==> config.mk <==
export PLATFORM = sky130hd
export DESIGN_NAME = twms_cell
export DESIGN_NICKNAME = d
export VERILOG_FILES = /design/src/hw/rtl/twms_pkg.sv /design/src/hw/rtl/twms_cell.sv
export SDC_FILE = /design/constraint.sdc
export NUM_CORES = 1
export LEC_CHECK = 0
export ABC_AREA = 0
export BUFFER_PORTS_ARGS = -buffer_cell sky130_fd_sc_hd__buf_2
export CORE_MARGIN = 10
export CORE_UTILIZATION = 40
export CTS_BUF_LIST = sky130_fd_sc_hd__clkbuf_8 sky130_fd_sc_hd__clkbuf_16
export DETAILED_ROUTE_END_ITERATION = 6
export GPL_ROUTABILITY_DRIVEN = 0
export MAX_ROUTING_LAYER = met4
export PLACE_DENSITY_LB_ADDON = 0.1
export SYNTH_ARGS = -nofsm -noshare
export SYNTH_HDL_FRONTEND = slang
export SYNTH_SLANG_ARGS = --single-unit
export TNS_END_PERCENT = 1
==> constraint.sdc <==
create_clock -name aclk -period 1 [get_ports aclk]
set_input_delay 0.15 -clock aclk [delete_from_list [all_inputs] [get_ports aclk]]
set_output_delay 0.15 -clock aclk [all_outputs]
set_load 0.05 [all_outputs]
==> src/hw/rtl/twms_pkg.sv <==
// Shared types, sizes and helpers for the two-window max-sum block.
package twms_pkg;

    localparam int VAL_W      = 32;
    localparam int SUM_W      = 48;
    localparam int PAIR_W     = 49;
    localparam int RES_W      = 64;
    localparam int K_W        = 11;
    localparam int CNT_W      = 17;
    localparam int WINDOW_MAX = 1024;
    localparam int RING_AW    = $clog2(WINDOW_MAX);
    localparam int ITEMS_MAX  = 65536;
    localparam int NEAR_CELLS = 4;
    localparam int NEAR_W     = $clog2(NEAR_CELLS);
    localparam int OUTQ_DEPTH = 8;
    localparam int OUTQ_AW    = $clog2(OUTQ_DEPTH);

    typedef logic signed [VAL_W-1:0]  value_t;
    typedef logic signed [SUM_W-1:0]  sum_t;
    typedef logic signed [PAIR_W-1:0] pair_t;
    typedef logic signed [RES_W-1:0]  res_t;
    typedef logic [K_W-1:0]           klen_t;
    typedef logic [CNT_W-1:0]         cnt_t;
    typedef logic [RING_AW-1:0]       ring_addr_t;
    typedef logic [NEAR_W-1:0]        near_idx_t;

    // request from the scan pipeline to the result formula unit
    typedef struct packed {
        logic  valid;
        pair_t pair;
        res_t  total;
        cnt_t  n;
    } fin_req_t;

    // zero acts as one, anything past the ring depth is clamped
    function automatic klen_t eff_k(klen_t wl);
        klen_t k;
        k = wl;
        if (wl == '0) begin
            k = klen_t'(1);
        end else if (wl > klen_t'(WINDOW_MAX)) begin
            k = klen_t'(WINDOW_MAX);
        end
        return k;
    endfunction

endpackage

==> src/hw/rtl/twms_cell.sv <==
// One prefix-best history cell; shifts toward older on each retired word.
module twms_cell (
    input  logic               aclk,
    input  logic               shift_en,
    input  twms_pkg::sum_t     d_in,
    output twms_pkg::sum_t     q
);
    import twms_pkg::*;

    sum_t q_reg;

    always_ff @(posedge aclk) begin
        if (shift_en) begin
            q_reg <= d_in;
        end
    end

    assign q = q_reg;

endmodule

Yosys cells after proc, flatten, opt, wreduce, memory -nomap -nowiden

Cells that the tools add are included.

Flip-flop bits (word level): 48
Output and inout bits: 48
Word-level logic and storage cells: 1

Logic depth before layout (Yosys ltp)

Depth in word-level cells: 0
Gate-level depth with buffers: 0
Mapped depth without buffers: 0

Worst setup path after synthesis

Ideal clock, no wire load.

Path type: register -> output
From: register q_reg[0], in the netlist q[0]
To: output q[0]
Data arrival time: 0.601 ns
Required time: 0.850 ns
Setup slack: 0.249 ns
Stages on the path, launching flop included: 1
Path through: edfxtp_1

RTL lines:

| what                     | RTL line        | text |
|---|---|---|
| start: declaration       | twms_cell.sv:10 | `sum_t q_reg;` |
| start signal: assignment | twms_cell.sv:14 | `q_reg <= d_in;` |
| end: declaration         | twms_cell.sv:6  | `output twms_pkg::sum_t q` |

No word-level cell between the ends.

Worst setup path after layout

From: register q_reg[41], in the netlist q[41]
To: output q[41]

No word-level cell between the ends.

==> results.md <==
- TritonCTS built the clock tree.
- The part of the cycle the worst path needs is 103%.
- The setup slack of the critical path after layout is -31.4 ps.
- The layout has 224 filler cells.
- Of the cells placed in the final design, the portion with a size suffix greater than 1 is 68.4%.
- The number of input and output port buffers inserted is 97.
- After floorplanning, the core was sized to cover around 0.0034 mm².
- The total overflow reported by the global router is 0.
- The final-layout worst hold slack is 27.0 ps.
- The worst hold path begins at d_in[2].
- The data arrival time of the critical path is 880 ps.
- In this run the power density over the cells is 1970 mW/mm².
- After detailed routing, the number of vias per cell comes to 4.28.
- The maximum number of pins on one net before global-route repair is 26.
- The detailed router finished its first iteration with 39 violations.
- The initial utilization of the core area, before any placement, comes to 42.2%.
- The clock buffer count from CTS is 5.
- Before CTS, the worst setup slack after placement is 208 ps.
- The peak clock frequency supported by timing is between 900 and 1000 MHz.
- The number of buffers inserted by post-CTS setup repair is 0.
- STA classifies the critical path endpoint as a primary output.
- The maximum level of the CTS H-tree is 2.
- The floorplan step set the die height to 80.0 µm.
- The chip width is 80.0 µm.
- For the pin with the worst max-slew slack, the measured transition is 134 ps.
- The leakage power total is 0.00103 µW.
- For hold timing, the worst endpoint is q[2]$_DFFE_PP_.
- The final critical-path required period is 1030 ps.
- The via count of the first global-routing pass is 998.
- The setup path with the least slack is of type reg2out.
- The critical path goes through buf_6.
- The slowest stage of the critical path is the sky130_fd_sc_hd__edfxtp_1 cell.
- The total setup violations reported at the end of the flow is 11.
- The overall global routing resource usage is 11.2%.
- For this run, design rule violations remaining after detail routing come to 0.
- The layout overhead on the synthesized area is 68.7%.
- In this run the worst path has a maximum fanout of 1.
- After floorplanning, the core was divided into 21 placement rows.
- For the worst setup path, the data required time is ~850 ps.
- The setup TNS is -90.5 ps.
- Of the synthesized area, sequential elements account for 100%.
- The share of the synthesized area in the top cell type is 100%.
- Counting instances, the worst hold path has a depth of 1.
- Measured against its own limit, the worst slew margin works out to 91.1%.
- The count of multi-input combinational gates is 0.
- The total of max-cap violations is 0.
- In the final layout, the multi-input gates occupy 0 µm².
- Clock-pin slew was measured on the worst setup and hold paths at 80 ps.
- The largest single stage delay on the critical path is 420 ps.
- The count of buffer and inverter cells on the critical path is 1.
- Synthesis produced a netlist with a net count of between 90 and 100.
- Cells fill 71.2% of the core in the end.
- The worst-case IR drop observed on VDD is 1370 µV.
- Wires add up to 3.42 mm.
- The largest total area in the synthesized netlist belongs to sky130_fd_sc_hd__edfxtp_1.
- The worst-case clock buffer depth is 2.
- The number of failing hold endpoints at the final stage is 0.
- The kind of cell with the highest combined delay along the critical path is flip-flops.
- The number of antenna diodes in the final layout is 0.
- The average detailed-routed wire length per instance is 17.0 µm.
- The instance count of the mapped netlist is 48.
- Setup repair after global routing could not meet its margin everywhere.
- The final count of pins violating max slew is 0.
- The root buffer cell is sky130_fd_sc_hd__clkbuf_8.
- Detailed routing inserted a total of 861 vias.
- The number of antenna violations at the first check in global routing came to 0.
- The overall power after layout is 4800 µW.
- The register with the most flip-flops in the layout has 48 of them.
- The first-pass detailed-route iteration total is 2.
- Across the whole layout, storage elements account for 0.00144 mm².
- The total number of yosys warnings is 0.
- The final layout contains roughly 200 nets.
- The worst hold-check path type is in2reg.
- The floorplan step defined a die boundary enclosing ~0.0064 mm².
- Synthesis inferred 48 register bits.
- The number of different library cells used by synthesis comes to 1.
- The synthesized area per cell is 30.0 µm².
- After synthesis, the cell types taking the most area are sky130_fd_sc_hd__edfxtp_1 (100%).
- The tree built by TritonCTS fans out to 48 sinks.
- The boundary pin count is 98.
- The run finished, with violations left.
- The mapped netlist covers 0.00144 mm².
- The post-detailed-route count of antenna-violating nets is 0.
- The global-route wire length before repair is 5.11 mm.
- The checks that failed: setup timing.
- STA classifies the critical path startpoint as a flip-flop.
power breakdown:
group / internal, µW / leakage [µW] / switching [µW] / total (µW)
clock: 731 / 0.0000593 / 573 / 1300
sequential: 2390 / 0.000470 / 69.7 / 2460
combinational: 365 / 0.000502 / 673 / 1040
placed cells by master, fill, tap and decap left out, drive strengths merged:
cell type,Yosys,layout
bufinv,0,1
clkbuf,0,5
inv,0,1
buf,0,99
edfxtp,48,48
clkinv,0,1
cell families (layout without fill, tap and decap cells):
group    after synthesis  in the layout  share of synthesized area [%]
flops                 48             48                            100
buf+inv                0            107                              0
final cells by class:
cell class / count / area share, %
repair buffers: 99 / 34.0
clock buffers: 5 / 2.83
flip-flops and latches: 48 / 59.3
clock inverters: 3 / 1.59
well taps: 46 / 2.37
stage by stage:
step                      instance area, µm²  instances
final                                   2430        201
after global routing                    2430        201
after CTS                               2430        201
after detailed placement                2020        193
after global placement                  2020        193
after floorplan                         1440         48
metal layers:
| layer | GRT usage (%) | share of wire [%] | up-vias |
|---|---|---|---|
| met3 | 6.64 | 13 | 4 |
| li1 | - | - | 404 |
| met5 | - | 0 | - |
| met2 | 15.2 | 43 | 71 |
| met4 | 5.28 | 1.1 | 0 |
| met1 | 12.9 | 44 | 382 |
cell usage after synthesis (all sizes together):
master / n
edfxtp: 48
repair_timing:
item                                    CTS  global route
endpoints found under the setup margin   48            48
resized for setup                        96             0
hold endpoints to repair                  0             0
hold buffers                              0             0
how the worst max path moves through the flow:
stage / startpoint / endpoint / depth (start not counted)
3_3_place_gp: shift_en / q[24]$_DFFE_PP_ / 2
6_report: q[41]$_DFFE_PP_ / q[41] / 1
3_5_place_dp: shift_en / q[9]$_DFFE_PP_ / 2
5_1_grt: q[41]$_DFFE_PP_ / q[41] / 1
2_1_floorplan: q[0]$_DFFE_PP_ / q[0] / 0
4_1_cts: q[3]$_DFFE_PP_ / q[3] / 1
Power figures use the tool's default switching activity.
