$ cat config.mk
export PLATFORM = sky130hd
export DESIGN_NAME = twms_outq
export DESIGN_NICKNAME = d
export VERILOG_FILES = /design/src/hw/rtl/twms_pkg.sv /design/src/hw/rtl/twms_outq.sv
export SDC_FILE = /design/constraint.sdc
export NUM_CORES = 1
export LEC_CHECK = 0
export BUFFER_PORTS_ARGS = -buffer_cell sky130_fd_sc_hd__buf_2
export CORE_MARGIN = 2
export CORE_UTILIZATION = 28
export CTS_CLUSTER_DIAMETER = 50
export DETAILED_ROUTE_END_ITERATION = 10
export GPL_ROUTABILITY_DRIVEN = 0
export PLACE_DENSITY = 0.52
export SKIP_LAST_GASP = 1
export SLEW_MARGIN = 20
export SYNTH_ARGS = -nofsm -noshare
export SYNTH_HDL_FRONTEND = slang
export SYNTH_SLANG_ARGS = --single-unit
$ cat constraint.sdc
create_clock -name aclk -period 6.02 [get_ports aclk]
set_input_delay 0 -clock aclk [delete_from_list [all_inputs] [get_ports aclk]]
set_output_delay 0 -clock aclk [all_outputs]
set_load 0.02 [all_outputs]
$ cat src/hw/rtl/twms_pkg.sv
// Shared types, sizes and helpers for the two-window max-sum block.
package twms_pkg;

    localparam int VAL_W      = 32;
    localparam int SUM_W      = 48;
    localparam int PAIR_W     = 49;
    localparam int RES_W      = 64;
    localparam int K_W        = 11;
    localparam int CNT_W      = 17;
    localparam int WINDOW_MAX = 1024;
    localparam int RING_AW    = $clog2(WINDOW_MAX);
    localparam int ITEMS_MAX  = 65536;
    localparam int NEAR_CELLS = 4;
    localparam int NEAR_W     = $clog2(NEAR_CELLS);
    localparam int OUTQ_DEPTH = 8;
    localparam int OUTQ_AW    = $clog2(OUTQ_DEPTH);

    typedef logic signed [VAL_W-1:0]  value_t;
    typedef logic signed [SUM_W-1:0]  sum_t;
    typedef logic signed [PAIR_W-1:0] pair_t;
    typedef logic signed [RES_W-1:0]  res_t;
    typedef logic [K_W-1:0]           klen_t;
    typedef logic [CNT_W-1:0]         cnt_t;
    typedef logic [RING_AW-1:0]       ring_addr_t;
    typedef logic [NEAR_W-1:0]        near_idx_t;

    // request from the scan pipeline to the result formula unit
    typedef struct packed {
        logic  valid;
        pair_t pair;
        res_t  total;
        cnt_t  n;
    } fin_req_t;

    // zero acts as one, anything past the ring depth is clamped
    function automatic klen_t eff_k(klen_t wl);
        klen_t k;
        k = wl;
        if (wl == '0) begin
            k = klen_t'(1);
        end else if (wl > klen_t'(WINDOW_MAX)) begin
            k = klen_t'(WINDOW_MAX);
        end
        return k;
    endfunction

endpackage

$ cat src/hw/rtl/twms_outq.sv
// Small result queue feeding the master side.
module twms_outq (
    input  logic                         aclk,
    input  logic                         aresetn,
    input  logic                         push,
    input  twms_pkg::res_t               push_data,
    output logic                         m_tvalid,
    input  logic                         m_tready,
    output logic [twms_pkg::RES_W-1:0]   m_tdata
);
    import twms_pkg::*;

    res_t                 slot_reg [OUTQ_DEPTH];
    logic [OUTQ_AW-1:0]   head_reg;
    logic [OUTQ_AW-1:0]   tail_reg;
    logic [OUTQ_AW:0]     count_reg;
    logic [OUTQ_AW:0]     count_next;
    logic                 pop;

    assign pop        = m_tvalid && m_tready;
    assign count_next = count_reg + (OUTQ_AW+1)'(push) - (OUTQ_AW+1)'(pop);

    always_ff @(posedge aclk) begin
        if (!aresetn) begin
            head_reg  <= '0;
            tail_reg  <= '0;
            count_reg <= '0;
        end else begin
            if (push) begin
                tail_reg <= tail_reg + 1'b1;
            end
            if (pop) begin
                head_reg <= head_reg + 1'b1;
            end
            count_reg <= count_next;
        end
    end

    always_ff @(posedge aclk) begin
        if (push) begin
            slot_reg[tail_reg] <= push_data;
        end
    end

    assign m_tvalid = count_reg != '0;
    assign m_tdata  = slot_reg[head_reg];

    // credit scheme upstream must keep the queue from overflowing
    a_no_overflow: assert property (@(posedge aclk) disable iff (!aresetn)
        push |-> (count_reg != (OUTQ_AW+1)'(OUTQ_DEPTH)))
        else $error("result queue overflow");

    a_count_track: assert property (@(posedge aclk) disable iff (!aresetn)
        (push && !pop) |=> (count_reg == $past(count_reg) + 1'b1))
        else $error("result queue count lost a push");

endmodule

### Yosys cells after proc, flatten, opt, wreduce, memory -nomap -nowiden

Memory sizes are Yosys's and may differ from the RTL's. A register that Yosys moved wholly into a read port is not among the register bits.
Index checks and enable logic that the tools add are counted.

| operators by class | value |
|---|---|
| $add $sub $neg | 4 |
| muxes and demuxes | 4 |
| reduce and logical (&&, ||, !) cells | 2 |

Operator list:

| kind | count |
|---|---|
| $add 3x1->3 const B | 2 |
| $mux 3 | 2 |
| $add 4x1->4 | 1 |
| $reduce_bool 4->1 | 1 |
| $sub 4x1->4 | 1 |
| $mux 1 | 2 |
| $logic_and 1x1->1 | 1 |

| storage, ports and cells | value |
|---|---|
| register bits after elaboration | 10 |
| memory bits (writable) | 512 |
| bits of input ports | 68 |
| output and inout port bits | 65 |
| word-level logic and storage cells | 14 |
| memories kept | 1 |

Memory list:

| name | words | bits a word | rd ports | clocked after Yosys merged registers in | wr ports | line | source |
|---|---|---|---|---|---|---|---|
| slot_reg | 8 | 64 | 1 | 1 | 1 | twms_outq.sv:13 | `res_t slot_reg [OUTQ_DEPTH];` |

### Depth between registers and ports, before layout

| depth | value |
|---|---|
| depth in word-level cells | 4 |
| depth in mapped cells | 10 |
| mapped depth without buffers | 10 |

### Worst setup path after synthesis

OpenSTA, ideal clock, no wires.

| timing path | value |
|---|---|
| path type | reg2reg |
| start | register tail_reg[2] |
| end | memory slot_reg[0][0] in the netlist's numbering (enable) |
| setup time | 565 ps |
| arrival | 4846 ps |
| required time | 5455 ps |
| path slack | 609 ps |
| stages on the path, launching flop included | 3 |
| path buffers | 0 |
| period minus slack after synthesis | 5411 ps |
| path through | dfxtp_1 > nand2b_1 > nor3_1 |

RTL lines:

| item | line | source |
|---|---|---|
| start: declaration | twms_outq.sv:15 | `logic [OUTQ_AW-1:0] tail_reg;` |
| start signal: assignment | twms_outq.sv:30 | `tail_reg <= tail_reg + 1'b1;` |
| end: declaration | twms_outq.sv:13 |  |

No word-level cell before the write port.

==> results.sh <==
export IMPL_fin_skew_ns=0.0211
export IMPL_cts_buffers=68
export IMPL_clock_sinks=525
export IMPL_fin_nets=1138
export IMPL_fin_crit_sh_pct=55.5
export IMPL_rows=97
export IMPL_avgSynthCellArea_sq_um=24.5
export IMPL_rsz0062_at_grt="false"
export IMPL_ctsResizeCount=0
export IMPL_total_power_mw=9.62
export IMPL_tightest_slew_ns=1.01
export IMPL_drc=0
export IMPL_core_sq_um=70100
export IMPL_antenna_found_initial=7
export IMPL_netlist_instances=811
export IMPL_async_flop_share_pct=0
export IMPL_fin_crit_ns=3.34
export IMPL_rr_endpoint="slot_reg[7][17]"
export IMPL_synth_ff_type="edfxtp_1"
export IMPL_reg2reg_from="tail_reg[0]"
export IMPL_holdWs_ns=0.210
export IMPL_leakage_nw=7.90
export IMPL_io_pins=133
export IMPL_setup_tns_ns=0
export IMPL_crit_required_ns=6.02
export IMPL_cts_setup_buffers=0
export IMPL_hold_viol=0
export IMPL_fill_cells=6570
export IMPL_grt_max_degree=86
export IMPL_critPathArrivalTime_ns=3.34
export IMPL_synth_commonest_cells="edfxtp_1 (512), mux4_2 (128), mux2_2 (64)"
export IMPL_yosysMostFrequentCell="edfxtp_1"
export IMPL_cpPeakStageDelay_ns=0.99
export IMPL_area_delta_synth_final_pct=24.4
export IMPL_cp_slowest_cell="dfxtp_4"
export IMPL_viasPerCell=4.35
export IMPL_yosys_area_top_type="edfxtp_1"
export IMPL_ys_seq_elements=525
export IMPL_die_w_um=270
export IMPL_ys_types=26
export IMPL_synth_nets=886
export IMPL_antenna_left=0
export IMPL_largest_register_ffs=512
export IMPL_ys_seq_area_share_pct=78.7
export IMPL_relSlewSlack_pct=32.9
export IMPL_maxSlewViolCount=0
export IMPL_finalWirelength_mm=42.3
export IMPL_cts_root_buf="clkbuf_16"
export IMPL_setup_violations_final=0
export IMPL_drtIter0Drc=479
export IMPL_clk_latency_ns=0.60
export IMPL_yosysWarnings=0
export IMPL_final_cell_area_sq_um=24700
export IMPL_cts_tree="built"
export IMPL_clk_pin_slew_ns=0.06
export IMPL_reg2regPathDepth=3
export IMPL_synth_top_area_share_pct=77.4
export IMPL_power_density_nw_per_um2=389
export IMPL_routedWlPerCell_um=20.6
export IMPL_portBuffers=132
export IMPL_worstSetupEndpointType="output port"
export IMPL_dieArea_sq_um=73100
export IMPL_path_max_fanout=60
export IMPL_grt_pass1_vias=9868
export IMPL_synth_area_top_cells="edfxtp_1 (77%), mux4_2 (15%), mux2_2 (3.6%)"
export IMPL_pre_cts_ws_ns=3.19
export IMPL_initial_utilization_pct=28.3
export IMPL_fin_ws_ns=2.68
export IMPL_cp_cell_sequence="buf_4 -> mux4_2 -> mux2_2 -> buf_2"
export IMPL_dr_pass1_iters=4
export IMPL_synth_edf_count=512
export IMPL_dp_hpwl_mm=21.9
export IMPL_htreeDepth=3
export IMPL_overflow=0
export IMPL_crit_type="register to output port"
export IMPL_fmax_mhz=299
export IMPL_ir_drop_uv=184
export IMPL_endpoint="m_tdata[10]"
export IMPL_drv_cap=0
export IMPL_hold_class="input pin to register"
export IMPL_clockBufferDepth=3
export IMPL_grt_use_total_pct=11.7
export IMPL_status="complete, no violations"
export IMPL_drive_above_1_share_pct=41.5
export IMPL_grt_pass1_wl_mm=63.0
export IMPL_vias=8964
export IMPL_start_kind="register"
export IMPL_die_y_um=270
export IMPL_place_area_sq_um=21700
export IMPL_syn_cell_area_sq_um=19900
export IMPL_r2r_slack_ns=3.43
## power by group
| group | total, mW | internal, mW | switching [mW] | leakage (nW) |
|---|---|---|---|---|
| Clock | 4.09 | 2.53 | 1.56 | 1.13 |
| Sequential | 4.20 | 4.13 | 0.0746 | 4.76 |
| Combinational | 1.33 | 0.621 | 0.710 | 2.00 |
| Total | 9.62 | 7.28 | 2.34 | 7.90 |
## layer usage
layer  GRT usage (%)  vias to the layer above  share of wire [%]
li1                -                     3983                  -
met1            15.1                     4724                 44
met2            19.2                      177                 49
met3            2.79                       70                4.6
met4            4.10                       10                2.0
met5               0                        -               0.16
## metrics by stage
step           instances  util, %
5_1_grt             2059     35.2
4_1_cts             2059     35.2
6_report            2060     35.2
2_1_floorplan        811        -
3_3_place_gp        1865     30.9
3_5_place_dp        1865     30.9
## worst max-delay path, delay by kind of cell (launching register included)
| family | cells | cell delay, ns |
|---|---|---|
| flip-flops | 1 | 0.99 |
| multiplexers | 2 | 0.71 |
| buffers and inverters | 2 | 0.95 |
## cell usage in the layout, fill, tap and decap left out, types with 4 or more instances in the layout
cell	instances
clkinv_2	7
buf_4	17
mux4_2	128
dfxtp_1	10
clkbuf_16	71
clkbuf_1	7
edfxtp_1	512
nand2_1	9
nor2_4	6
bufinv_16	8
clkinv_4	7
ha_1	6
clkinv_1	10
buf_2	132
mux2_2	64
nand2b_1	6
and2_1	4
dlygate4sd3_1	68
inv_6	6
clkinvlp_4	4
inv_1	4
mux2i_1	9
## worst min-delay path by stage
stage | cells after the start | slack (ns) | end | from
detailed placement | 1 | 0.27 | slot_reg[4][18] | push_data[18]
finish | 2 | 0.21 | slot_reg[7][43] | push_data[43]
CTS | 2 | 0.17 | slot_reg[5][55] | push_data[55]
global route | 2 | 0.21 | slot_reg[1][49] | push_data[49]
floorplan | 0 | 0.1 | slot_reg[0][0] | push_data[0]
global placement | 1 | 0.27 | slot_reg[0][18] | push_data[18]
## cell type report
type                    instances  area (sq um)  share of cell area [%]
clock buffers                  78          1800                    7.29
well taps                     940          1180                    4.76
clock inverters                48           539                    2.18
flip-flops and latches        525         15600                    63.3
inverters                       4          15.0                  0.0607
repair buffers                218          1490                    6.02
multi-input cells             246          4050                    16.4
diodes                          1          2.50                  0.0101
## what timing repair did
item                                    in CTS  in global routing
hold buffers                                68                  0
endpoints found under the setup margin       0                  0
hold endpoints to repair                   525                  0
## cells by family (layout without fill, tap and decap cells)
family / after synthesis / count (layout) / synth area share (%)
AOI/OAI and AO/OA: 2 / 2 / 0.0629
xor gates and xnor gates: 3 / 3 / 0.132
adders and majority gates: 7 / 7 / 0.478
buffers and inverters: 40 / 348 / 1.25
DFF: 525 / 525 / 78.7
muxes: 201 / 201 / 18.6
other: 0 / 1 / 0
and+or+nand+nor: 33 / 33 / 0.831
Power figures use the tool's default switching activity.
