**config.mk**
```make
export PLATFORM = sky130hd
export DESIGN_NAME = twms_final
export DESIGN_NICKNAME = d
export VERILOG_FILES = /design/src/hw/rtl/twms_pkg.sv /design/src/hw/rtl/twms_final.sv
export SDC_FILE = /design/constraint.sdc
export NUM_CORES = 2
export LEC_CHECK = 0
export ABC_AREA = 1
export BUFFER_PORTS_ARGS = -buffer_cell sky130_fd_sc_hd__buf_2
export CELL_PAD_IN_SITES_DETAIL_PLACEMENT = 0
export CELL_PAD_IN_SITES_GLOBAL_PLACEMENT = 1
export CORE_MARGIN = 3
export CORE_UTILIZATION = 44
export CTS_BUF_LIST = sky130_fd_sc_hd__clkbuf_4
export DETAILED_ROUTE_END_ITERATION = 12
export PLACE_DENSITY_LB_ADDON = 0.1
export SLEW_MARGIN = 5
export SYNTH_ARGS = -nofsm -noshare
export SYNTH_HDL_FRONTEND = slang
export SYNTH_SLANG_ARGS = --single-unit
```
**constraint.sdc**
```tcl
create_clock -name aclk -period 8.98 [get_ports aclk]
set_input_delay 1.347 -clock aclk [delete_from_list [all_inputs] [get_ports aclk]]
set_output_delay 1.347 -clock aclk [all_outputs]
set_load 0.1 [all_outputs]
```
**src/hw/rtl/twms_pkg.sv**
```systemverilog
// Shared types, sizes and helpers for the two-window max-sum block.
package twms_pkg;

    localparam int VAL_W      = 32;
    localparam int SUM_W      = 48;
    localparam int PAIR_W     = 49;
    localparam int RES_W      = 64;
    localparam int K_W        = 11;
    localparam int CNT_W      = 17;
    localparam int WINDOW_MAX = 1024;
    localparam int RING_AW    = $clog2(WINDOW_MAX);
    localparam int ITEMS_MAX  = 65536;
    localparam int NEAR_CELLS = 4;
    localparam int NEAR_W     = $clog2(NEAR_CELLS);
    localparam int OUTQ_DEPTH = 8;
    localparam int OUTQ_AW    = $clog2(OUTQ_DEPTH);

    typedef logic signed [VAL_W-1:0]  value_t;
    typedef logic signed [SUM_W-1:0]  sum_t;
    typedef logic signed [PAIR_W-1:0] pair_t;
    typedef logic signed [RES_W-1:0]  res_t;
    typedef logic [K_W-1:0]           klen_t;
    typedef logic [CNT_W-1:0]         cnt_t;
    typedef logic [RING_AW-1:0]       ring_addr_t;
    typedef logic [NEAR_W-1:0]        near_idx_t;

    // request from the scan pipeline to the result formula unit
    typedef struct packed {
        logic  valid;
        pair_t pair;
        res_t  total;
        cnt_t  n;
    } fin_req_t;

    // zero acts as one, anything past the ring depth is clamped
    function automatic klen_t eff_k(klen_t wl);
        klen_t k;
        k = wl;
        if (wl == '0) begin
            k = klen_t'(1);
        end else if (wl > klen_t'(WINDOW_MAX)) begin
            k = klen_t'(WINDOW_MAX);
        end
        return k;
    endfunction

endpackage

```
**src/hw/rtl/twms_final.sv**
```systemverilog
// Result formula unit: three stages of products, sums and final select.
module twms_final (
    input  logic                aclk,
    input  logic                aresetn,
    input  twms_pkg::fin_req_t  req,
    input  twms_pkg::klen_t     k,
    output logic                res_valid,
    output twms_pkg::res_t      res
);
    import twms_pkg::*;

    localparam int HALF_W = CNT_W - 1;

    logic [HALF_W-1:0]      k1;
    cnt_t                   k2;
    logic [2*HALF_W-1:0]    t1_prod;
    logic [2*CNT_W-1:0]     t2_prod;
    logic [2*K_W-1:0]       kk_prod;
    logic [CNT_W+K_W-1:0]   nk_prod;
    cnt_t                   two_k;

    // stage F1
    logic                   f1_valid_reg;
    logic                   f1_use_reg;
    pair_t                  f1_pair_reg;
    res_t                   f1_total_reg;
    klen_t                  f1_k_reg;
    logic [2*K_W-1:0]       f1_kk_reg;
    logic [CNT_W+K_W-1:0]   f1_nk_reg;
    logic [2*HALF_W-1:0]    f1_t1_reg;
    logic [2*CNT_W-1:0]     f1_t2_reg;

    // stage F2
    logic                   f2_valid_reg;
    logic                   f2_use_reg;
    res_t                   f2_pair_res_reg;
    res_t                   f2_total_reg;
    res_t                   f2_term_reg;

    // stage F3
    logic                   res_valid_reg;
    res_t                   res_reg;

    assign k1      = req.n[CNT_W-1:1];
    assign k2      = req.n - cnt_t'(k1);
    assign t1_prod = (k1 == '0) ? '0
                   : {HALF_W'(0), k1 - HALF_W'(1)} * {HALF_W'(0), k1};
    assign t2_prod = (k2 == '0) ? '0
                   : {CNT_W'(0), k2 - CNT_W'(1)} * {CNT_W'(0), k2};
    assign kk_prod = {K_W'(0), k} * {K_W'(0), k};
    assign nk_prod = {K_W'(0), req.n} * {CNT_W'(0), k};
    assign two_k   = CNT_W'({k, 1'b0});

    always_ff @(posedge aclk) begin
        if (!aresetn) begin
            f1_valid_reg  <= 1'b0;
            f2_valid_reg  <= 1'b0;
            res_valid_reg <= 1'b0;
        end else begin
            f1_valid_reg  <= req.valid;
            f2_valid_reg  <= f1_valid_reg;
            res_valid_reg <= f2_valid_reg;
        end
    end

    always_ff @(posedge aclk) begin
        f1_use_reg   <= two_k <= req.n;
        f1_pair_reg  <= req.pair;
        f1_total_reg <= req.total;
        f1_k_reg     <= k;
        f1_kk_reg    <= kk_prod;
        f1_nk_reg    <= nk_prod;
        f1_t1_reg    <= t1_prod;
        f1_t2_reg    <= t2_prod;

        f2_use_reg      <= f1_use_reg;
        f2_total_reg    <= f1_total_reg;
        f2_pair_res_reg <= res_t'(f1_pair_reg) + res_t'(f1_kk_reg) + res_t'(f1_k_reg);
        f2_term_reg     <= res_t'(f1_nk_reg) - res_t'(f1_t1_reg >> 1)
                         - res_t'(f1_t2_reg >> 1);

        res_reg <= f2_use_reg ? f2_pair_res_reg : f2_total_reg + f2_term_reg;
    end

    assign res_valid = res_valid_reg;
    assign res       = res_reg;

endmodule

```
=== Word level (Yosys, flattened, before mapping) ===
Index checks and enable logic that the tools add are counted.

* Word-level logic and storage cells: 32
* Memories: 0
* Output and inout port bits: 65
* Input bits: 144
* Memory bits (writable): 0
* Bits in latches: 0
* Bits in registers: 459
* Memory bits (read-only): 0

* Shift operators: 0
* Bitwise operators: 0
* Div/mod/pow operators: 0
* Reduce and logical (&&, ||, !) cells: 2
* Mux-type cells: 1
* Add/sub/neg operators: 8
* Multiply operators: 4
* $lt $le $gt $ge: 1
* Equal/unequal tests: 0

{| class="wikitable"
|+ Operator list
! kind !! number
|-
| $add A64 B35 Y64 || 1
|-
| $mux W64 || 1
|-
| $add A50 B12 Y51 || 1
|-
| $add A49 B23 Y50 || 1
|-
| $sub A32 B34 Y35 || 1
|-
| $mul A17 B17 Y34 || 1
|-
| $mul A16 B16 Y32 || 1
|-
| $sub A28 B31 Y32 || 1
|-
| $mul A17 B11 Y28 || 1
|-
| $mul A11 B11 Y22 || 1
|-
| $le A12 B17 Y1 || 1
|-
| $logic_not A17 Y1 || 1
|-
| $sub A17 B1 Y17 const B || 1
|-
| $sub A17 B16 Y17 || 1
|-
| $logic_not A16 Y1 || 1
|-
| $sub A16 B1 Y16 const B || 1
|}

=== Logic depth before layout (Yosys ltp) ===
* Depth after elaboration: 3
* Mapped depth: 41
* Depth with buffers taken out: 40

=== Worst setup path before layout ===
No wires, ideal clock.

* Path kind: input port to flip-flop
* Start: in req[3] in the netlist's numbering
* End: reg f1_t2_reg[27]
* Required time: 8.919 ns
* Arrival: 8.794 ns
* Slack: 0.125 ns
* Path buffers: 3
* Setup time: 0.061 ns
* Cell stages on the path: 40
* Cell sequence: clkbuf_1 clkinv_1 ha_1 nor2_2 nand2_1 nand2_2 nand2_1 nand2_4 inv_4 nor2_4 nand3_4 nor2_8 nand3_2 buf_6 nand3b_1 ha_1 clkbuf_1 inv_1 [4 not listed] inv_1 fa_1 fa_1 inv_1 fa_1 inv_1 ha_1 nand2_1 nor2_1 inv_1 nor2_1 nand3_1 or2_2 nand3_1 nand2_1 nand2_1 inv_1 nor2_4

* Word-level cells in the longest chain between the ends: 3
* Elaborated cells between the ends (all ways): 4
* Those cells by class: add/sub: 2; mul: 1; reduce/logical: 1

{| class="wikitable"
|+ Ends and longest elaborated chain
! element !! line !! RTL
|-
| from (decl) || twms_final.sv:5 || <nowiki>input twms_pkg::fin_req_t req,</nowiki>
|-
| $sub A17 B16 Y17 (*) || twms_final.sv:45 || <nowiki>assign k2 = req.n - cnt_t'(k1);</nowiki>
|-
| $sub A17 B1 Y17 || twms_final.sv:49 || <nowiki>: {CNT_W'(0), k2 - CNT_W'(1)} * {CNT_W'(0), k2};</nowiki>
|-
| $mul A17 B17 Y34 || twms_final.sv:49 ||
|-
| to (signal assigned) || twms_final.sv:74 || <nowiki>f1_t2_reg <= t2_prod;</nowiki>
|-
| to (decl) || twms_final.sv:31 || <nowiki>logic [2*CNT_W-1:0] f1_t2_reg;</nowiki>
|}

Every way passes the cells marked *; elsewhere a longest branch is shown, timed or not.
A chain may end at the register's enable or synchronous reset.

=== Worst setup path after layout ===
* Start: in req[0] in the netlist's numbering
* End: reg f1_t2_reg[28]

The elaborated chain is that of the path after synthesis.

==> impl_metrics.ini <==
[outcome]
status = finished clean

[cells_and_area]
layout_commonest_cell = nand2_1
synthToLayoutAreaGrowth_pct = 10.0
fin_nets = 8659
layout-drive-gt1-share_pct = 9.26
final_cell_mix = nand2_1, inv_1, fa_1, nor2_1, ha_1

[timing]
fmax_ghz = 0.123
rsz0062_at_grt = no
finalCritPeriodShare_pct = 90.8
setup_tns_ns = 0
finClkSkew_ns = 0.0862
drv_slew = 0
min_period_ns = 8.15
final_hold_viol_count = 0
finalSetupViolCount = 0
worstMarginPinSlew_ns = 1.14
slew_headroom_pct = 23.1

[synth]
synth_top_cell_by_area = fa_1
async_flop_share_pct = 0
yosys-top-cells-area = fa_1, dfxtp_1, ha_1, nand2_1, inv_1
synthCells = 6930
synth_ff_type = dfxtp_1
yosysWarnings = 0
ys_types = 53
synth-edff-count = 0
synth.avg_cell_area_um2 = 7.51
synth_top_area_share_pct = 24.2
netlist_area_um2 = 52100
ys_seq_area_share_pct = 17.5
ys_ff_latch = 455

[routing]
vias = 44200
ant_nets = 0
routed_wl_mm = 161
drc = 0
drt-initial-drc-count = 2335
vias_per_cell = 4.96
drt_pre_antenna_iters = 6
wl_per_cell_um = 18.0

[flow_run]
cap_violations = 0

[hold_path]
hold_class = reg -> reg

[die]
io_pins = 209
fp.dieH_um = 350
dieWidth_um = 350
core-area_um2 = 117000
dieArea_um2 = 122000
rows = 125
start_util_pct = 44.6

[placement]
port_buffers = 208
gp_congestion = 0.968
place_hpwl_mm = 136

[cts]
cts_root_buf = clkbuf_4
clk_latency_ns = 0.89
cts_tree = yes
clock_path_buffers = 3
cts_resized = 0
postCtsSetupBuffers = 0
clkTransAtPathRegs_ns = 0.06
cts.htree.levels = 3
cts_sinks = 455
cts_buffers = 116
hold_buffers = 0

[grt]
first_global_vias = 44900
grt-ovfl-total = 0
grt_start_max_net_pins = 55
grt_pass1_wl_mm = 252
antenna_found_initial = 1
grt_use_total_pct = 26.4

[critical_path]
worstSetupStartpointType = primary input
path_max_fanout = 5
cp_common_cell = inv_1
crit_path_end_kind = flop
crit_path_top_delay_cell = fa_1
critical_path_required_ns = 9.68
max_stage_delay_ns = 0.54
worstPathArrival_ns = 8.86
setup.worst_path.class = in -> reg
## cell type report
type	count	area, µm²
Fill cell	12000	59600
Multi-Input combinational cell	4831	36700
Sequential cell	455	9110
Inverter	1521	5710
Timing Repair Buffer	376	2300
Tap cell	1524	1910
Clock buffer	166	1250
Clock inverter	36	279
Antenna cell	1	2.50
## path summary, 6_finish.rpt
| path | to | slack (ns) | cells past startpoint | start |
|---|---|---|---|---|
| hold / removal | f2_total_reg[1] | 0.28 | 0 | f1_total_reg[1] |
| hold reg to reg | f2_total_reg[1] | 0.28 | 0 | f1_total_reg[1] |
| setup / recovery | f1_t2_reg[28] | 0.83 | 38 | req[0] |
| setup reg to reg | f2_term_reg[33] | 4.97 | 24 | f1_nk_reg[0] |
## cell usage after synthesis, drive strengths merged (53+ instances only)
| cell | n |
|---|---|
| nor2 | 636 |
| xnor2 | 83 |
| ha | 585 |
| inv | 1503 |
| fa | 629 |
| xor2 | 104 |
| o21ai | 187 |
| nand3 | 237 |
| nand2 | 1755 |
| clkbuf | 94 |
| a21oi | 347 |
| nor3 | 53 |
| dfxtp | 455 |
## stage by stage
| step | std cells | utilization [%] | instance area, µm² | hold WS [ns] | setup slack, ns |
|---|---|---|---|---|---|
| 2_1_floorplan | 6931 | - | 52100 | 0.310 | 0.125 |
| 3_3_place_gp | 8707 | 47.7 | 55700 | 0.310 | 0.108 |
| 3_5_place_dp | 8707 | 47.7 | 55700 | 0.312 | 0.0248 |
| 4_1_cts | 8909 | 49.0 | 57300 | 0.260 | 0.950 |
| 5_1_grt | 8910 | 49.0 | 57300 | 0.291 | 0.469 |
| 6_report | 8910 | 49.0 | 57300 | 0.280 | 0.828 |
## critical path: cells and delay by family
kind | cells | cell delay [ns]
adder cells (fa/ha/maj) | 10 | 4.38
AND/OR/NAND/NOR | 17 | 1.97
buffers and inverters | 11 | 1.13
## per-layer routing
| metal | track usage, % | share of wire, % | vias to the layer above |
|---|---|---|---|
| met5 | 0 | 0 | - |
| met4 | 7.54 | 2.6 | 0 |
| met3 | 2.77 | 4.8 | 194 |
| met2 | 44.5 | 47 | 1087 |
| met1 | 36.0 | 45 | 21100 |
| li1 | - | - | 21800 |
## kinds of logic (layout without fill, tap and decap cells)
family | after synthesis | after routing | synth area share (%)
AOI/OAI and AO/OA | 640 | 640 | 6.76
DFF | 455 | 455 | 17.5
and+or+nand+nor | 2788 | 2788 | 22.3
other | 1 | 3 | 0.00720
xor gates and xnor gates | 187 | 187 | 3.15
adders and majority gates | 1214 | 1214 | 38.3
buffers and inverters | 1645 | 2099 | 12.0
Power is not shown: default switching activity piles up to over one toggle a cycle in this logic, so the estimate is an artifact.
